## src/hw/rtl/apf_ram.sv

```systemverilog
// Generic simple dual-port RAM, one write port, one registered read port.
`default_nettype none
module apf_ram #(
	parameter int WIDTH = 16,
	parameter int DEPTH = 256
) (
	input  wire                      clk,
	input  wire                      we,
	input  wire [$clog2(DEPTH)-1:0]  waddr,
	input  wire [WIDTH-1:0]          wdata,
	input  wire                      re,
	input  wire [$clog2(DEPTH)-1:0]  raddr,
	output logic [WIDTH-1:0]         rdata
);
	logic [WIDTH-1:0] mem [DEPTH];

	always_ff @(posedge clk) begin
		if (we) begin
			mem[waddr] <= wdata;
		end
		if (re) begin
			rdata <= mem[raddr];
		end
	end
endmodule
`default_nettype wire

```

## config.mk

```make
export PLATFORM = sky130hd
export DESIGN_NAME = apf_ram
export DESIGN_NICKNAME = d
export VERILOG_FILES = /design/src/hw/rtl/apf_ram.sv
export SDC_FILE = /design/constraint.sdc
export NUM_CORES = 2
export LEC_CHECK = 0
export BUFFER_PORTS_ARGS = -buffer_cell sky130_fd_sc_hd__buf_2
export CELL_PAD_IN_SITES_DETAIL_PLACEMENT = 0
export CELL_PAD_IN_SITES_GLOBAL_PLACEMENT = 1
export CORE_ASPECT_RATIO = 1.5
export CORE_MARGIN = 3
export CORE_UTILIZATION = 25
export CTS_CLUSTER_SIZE = 40
export DETAILED_ROUTE_END_ITERATION = 10
export PLACE_DENSITY = 0.48
export SLEW_MARGIN = 20
export SYNTH_ARGS = -nofsm -noshare
export SYNTH_HDL_FRONTEND = slang
export SYNTH_SLANG_ARGS = --single-unit
```

## constraint.sdc

```tcl
create_clock -name clk -period 3.4 [get_ports clk]
set_clock_uncertainty 0.2 [all_clocks]
set_input_delay 0.68 -clock clk [delete_from_list [all_inputs] [get_ports clk]]
set_output_delay 0.68 -clock clk [all_outputs]
set_load 0.01 [all_outputs]
```

# ---- After elaboration in Yosys (flattened, before gate mapping)
# Memories as Yosys holds them, arrays and structs flattened. A register that Yosys moved wholly into a read port is not among the register bits.
# Cells that the tools add are included.
dict set report word_totals {
  reg_bits 0
  latchBits 0
  ram_bits 4096
  romBits 0
  in_bits 35
  out_inout_bits 16
  word_cells 3
  memories 1
}
# name words word_bits rd rd_ports_with_merged_regs wr line_no
set memory_table {}
lappend memory_table {mem 256 16 1 1 1 15} ;# logic [WIDTH-1:0] mem [DEPTH];
dict set report op_classes {
  n_addsub 0
  multipliers 0
  n_div 0
  n_lt_le_gt_ge 0
  eq_ne 0
  n_shift 0
  mux 2
  bitwise_logic 0
  reduce_logical 0
}
# op n
set op_table {}
lappend op_table {{$mux 1} 2}

# ---- Logic depth before layout (Yosys ltp)
dict set report depth {
  depth_word 2
  mapped_depth 12
  mapped_depth_nobuf 6
}

# ---- Least setup slack after synthesis
# Ideal clock, no wire load.
dict set report synth_path {
  path_kind {input -> register}
  startpoint {input port raddr[0]}
  endpoint {register rdata[4], read port of mem, data pin}
  setup_ns 0.265
  t_arrival_ns 2.664
  required_time_ns 2.935
  path_slack_ns 0.271
  cell_stages 8
  path_buffers 3
  cell_sequence {buf_6 -> buf_6 -> buf_2 -> mux4_2 -> mux4_2 -> a22o_1 -> o32ai_2 -> nor4_2}
}
# item line_no
set synth_rtl {}
lappend synth_rtl {{start, declared} 12} ;# input wire [$clog2(DEPTH)-1:0] raddr,
lappend synth_rtl {{end, declared} 13} ;# output logic [WIDTH-1:0] rdata

==> impl_metrics.toml <==
[layout]
syn_to_final_growth_pct = 20.74
fillers = 61460
seq_area_um2 = 123500
layout-drive-gt1-share = 0.3194
nets = 8534
multiInputGateArea_um2 = 33290
stdcell_area_um2 = 191800

[clock_tree]
htreeDepth = 5
cts_tree = "built"
clk-insertion-delay-late_ns = 1.00
cts.path.max_buffers = 4
cts_inserted_buffers = 383
clkTransAtPathRegs_ns = 0.06
cts_root_buf = "clkbuf_16"
cts.sinks = 4112

[route]
vias_per_cell = 4.579
drtPass1Iterations = 5
routed_wl_um = 503400
ant_nets = 0
wl_per_cell_um = 29.12
drt_iter0_markers = 6751
dr_total_vias = 79140
route.detailed.drc = 0

[yosys]
synthTopCellsByArea = "edfxtp_1, mux4_2, mux2i_1, o221ai_1, nor2_1"
postSynthCellCount = 7360
synth.avg_cell_area_um2 = 21.59
ys_types = 51
syn_nets = 7395
synth_common_cells = "edfxtp_1, mux4_2, mux2i_1"
synth-edff-count = 4112
yosys.area.top_type = "edfxtp_1"
yosysMostFrequentCell = "edfxtp_1"
ys_seq_area_frac = 0.7772
yosys.area.top_type_share = 0.7772
yosysWarningCount = 0
synth-async-reset-ratio = 0
synth_area_um2 = 158900
synth-seq-cells = 4112
synth_ff_type = "edfxtp_1"

[floorplan]
dieHeight_um = 982.3
rows = 358
dieArea_um2 = 645300
core_um2 = 633400
io_pins = 51
initial_utilization = 0.2508
chipWidth_um = 656.9

[power]
power_frac_clock = 0.409
switching_share = 0.2197
power.total_mw = 105.5
p_seq_frac = 0.530
power_frac_comb = 0.061
switchingPower_mw = 23.19
p_leak_nw = 60.54
p_per_area_nw_per_um2 = 550.1
ir_drop_mv = 0.3874
p_int_mw = 82.34

[placed_design]
globalplace.congestion = 0.8548
io_buffers = 50
hpwl_um = 333900
placed_area_um2 = 179300

[run_status]
status = "completed"

[sta]
setup_tns_ns = 0
hold_viol = 0
setup_viol = 0
rsz0062_at_grt = "no"
whs_ns = 0.05235
drv_slew = 0
min_period_ns = 3.389
worst_pin_slew_ns = 1.202
relSlewSlack = 0.1988
clock.fmax_mhz = 295.0
post-route-period-util = 0.9969

[critical_path]
worstSetupPathType = "in2reg"
cp_max_fo = 43
crit_arrival_ns = 3.94
critical_path_required_ns = 3.95
worstSetupEndpointType = "flip-flop"
cp-start-kind = "input pin"

[grt]
grt_max_degree = 106
grt_pass1_wl_um = 694900
grt_usage = 0.1524
grt_overflow = 0
antenna_found_initial = 30
grt_pass1_vias = 83820

[min_path]
min_path_type = "in2reg"

[flow_run]
maxCapViolCount = 0
[logic make-up (layout without fill, tap and decap cells)]
| logic type | after synthesis | count (layout) | synth area share |
|---|---|---|---|
| AOI/OAI and AO/OA | 786 | 786 | 0.03534 |
| buffers and inverters | 456 | 1909 | 0.01692 |
| DFF | 4112 | 4112 | 0.7772 |
| other | 0 | 12 | 0 |
| and+or+nand+nor | 556 | 556 | 0.01573 |
| muxes | 1450 | 1450 | 0.1548 |
[path summary, 6_finish.rpt]
check                    start          end  slack, ns  cells past startpoint
setup / recovery      raddr[1]     rdata[8]       0.01                     12
hold reg to reg   mem[203][10]    rdata[10]       0.96                      6
setup reg to reg    mem[30][7]     rdata[7]       0.15                      6
hold / removal        wdata[6]  mem[111][6]       0.05                      1
[critical path: stages]
cell	delay, ns
buf_8	0.24
buf_12	0.19
buf_4	0.12
nand2b_4	0.11
buf_12	0.21
buf_4	0.20
o221ai_1	0.37
o22ai_1	0.16
o31ai_1	0.77
o32ai_1	0.19
buf_4	0.24
nor4_1	0.33
[registers in the layout (all words and copies together), names as in the netlist]
name and count:
mem 4096, rdata 16
[power by group through the flow]
stage | clock (mW) | sequential [mW] | combinational (mW)
finish | 43.2 | 56.0 | 6.40
global route | 46.2 | 55.9 | 6.73
CTS | 44.4 | 55.9 | 6.56
detailed placement | 0 | 57.1 | 6.53
global placement | 0 | 57.0 | 6.46
floorplan | 0 | 57.0 | 2.76
[area by class of cell]
class                           count  share of cell area
Clock inverter                    232             0.01188
Inverter                            4           0.0001435
Clock buffer                      467             0.05260
Antenna cell                       12           0.0001565
Multi-Input combinational cell   2792              0.1736
Timing Repair Buffer             1206             0.06280
Tap cell                         8460             0.05518
Sequential cell                  4112              0.6437
[what timing repair did]
action	CTS	global route
hold endpoints to repair	197	0
resized for setup	3	2
gates cloned	0	0
setup endpoints to repair	3	2
hold buffers	10	0
setup buffers	0	0
[per-stage QoR]
| stage | utilization | instances | setup WS (ns) |
|---|---|---|---|
| after floorplan | - | 7360 | 0.2711 |
| after global placement | 0.2831 | 16560 | -1.207 |
| after detailed placement | 0.2831 | 16560 | -1.233 |
| after CTS | 0.3028 | 17270 | 0.05264 |
| after global routing | 0.3028 | 17280 | 0.01995 |
| final | 0.3029 | 17290 | 0.01061 |
[routing by layer]
metal,track usage,up-vias,part of all wire
met1,0.1737,43040,0.37
li1,-,33540,-
met3,0.01830,641,0.041
met2,0.2801,1915,0.53
met5,0,-,0.00012
met4,0.07538,10,0.057
[layout by cell type, fill, tap and decap left out, types with 75 or more instances in the layout]
cell	n
buf_12	232
mux4_2	797
edfxtp_1	4112
clkinv_1	98
o221ai_1	252
clkbuf_1	75
nor3_1	88
nor2_2	169
a21oi_1	175
o22ai_1	148
clkbuf_16	392
buf_4	916
mux2i_1	565
mux2_2	88
nor2_1	134
(Power assumes the default switching activity.)
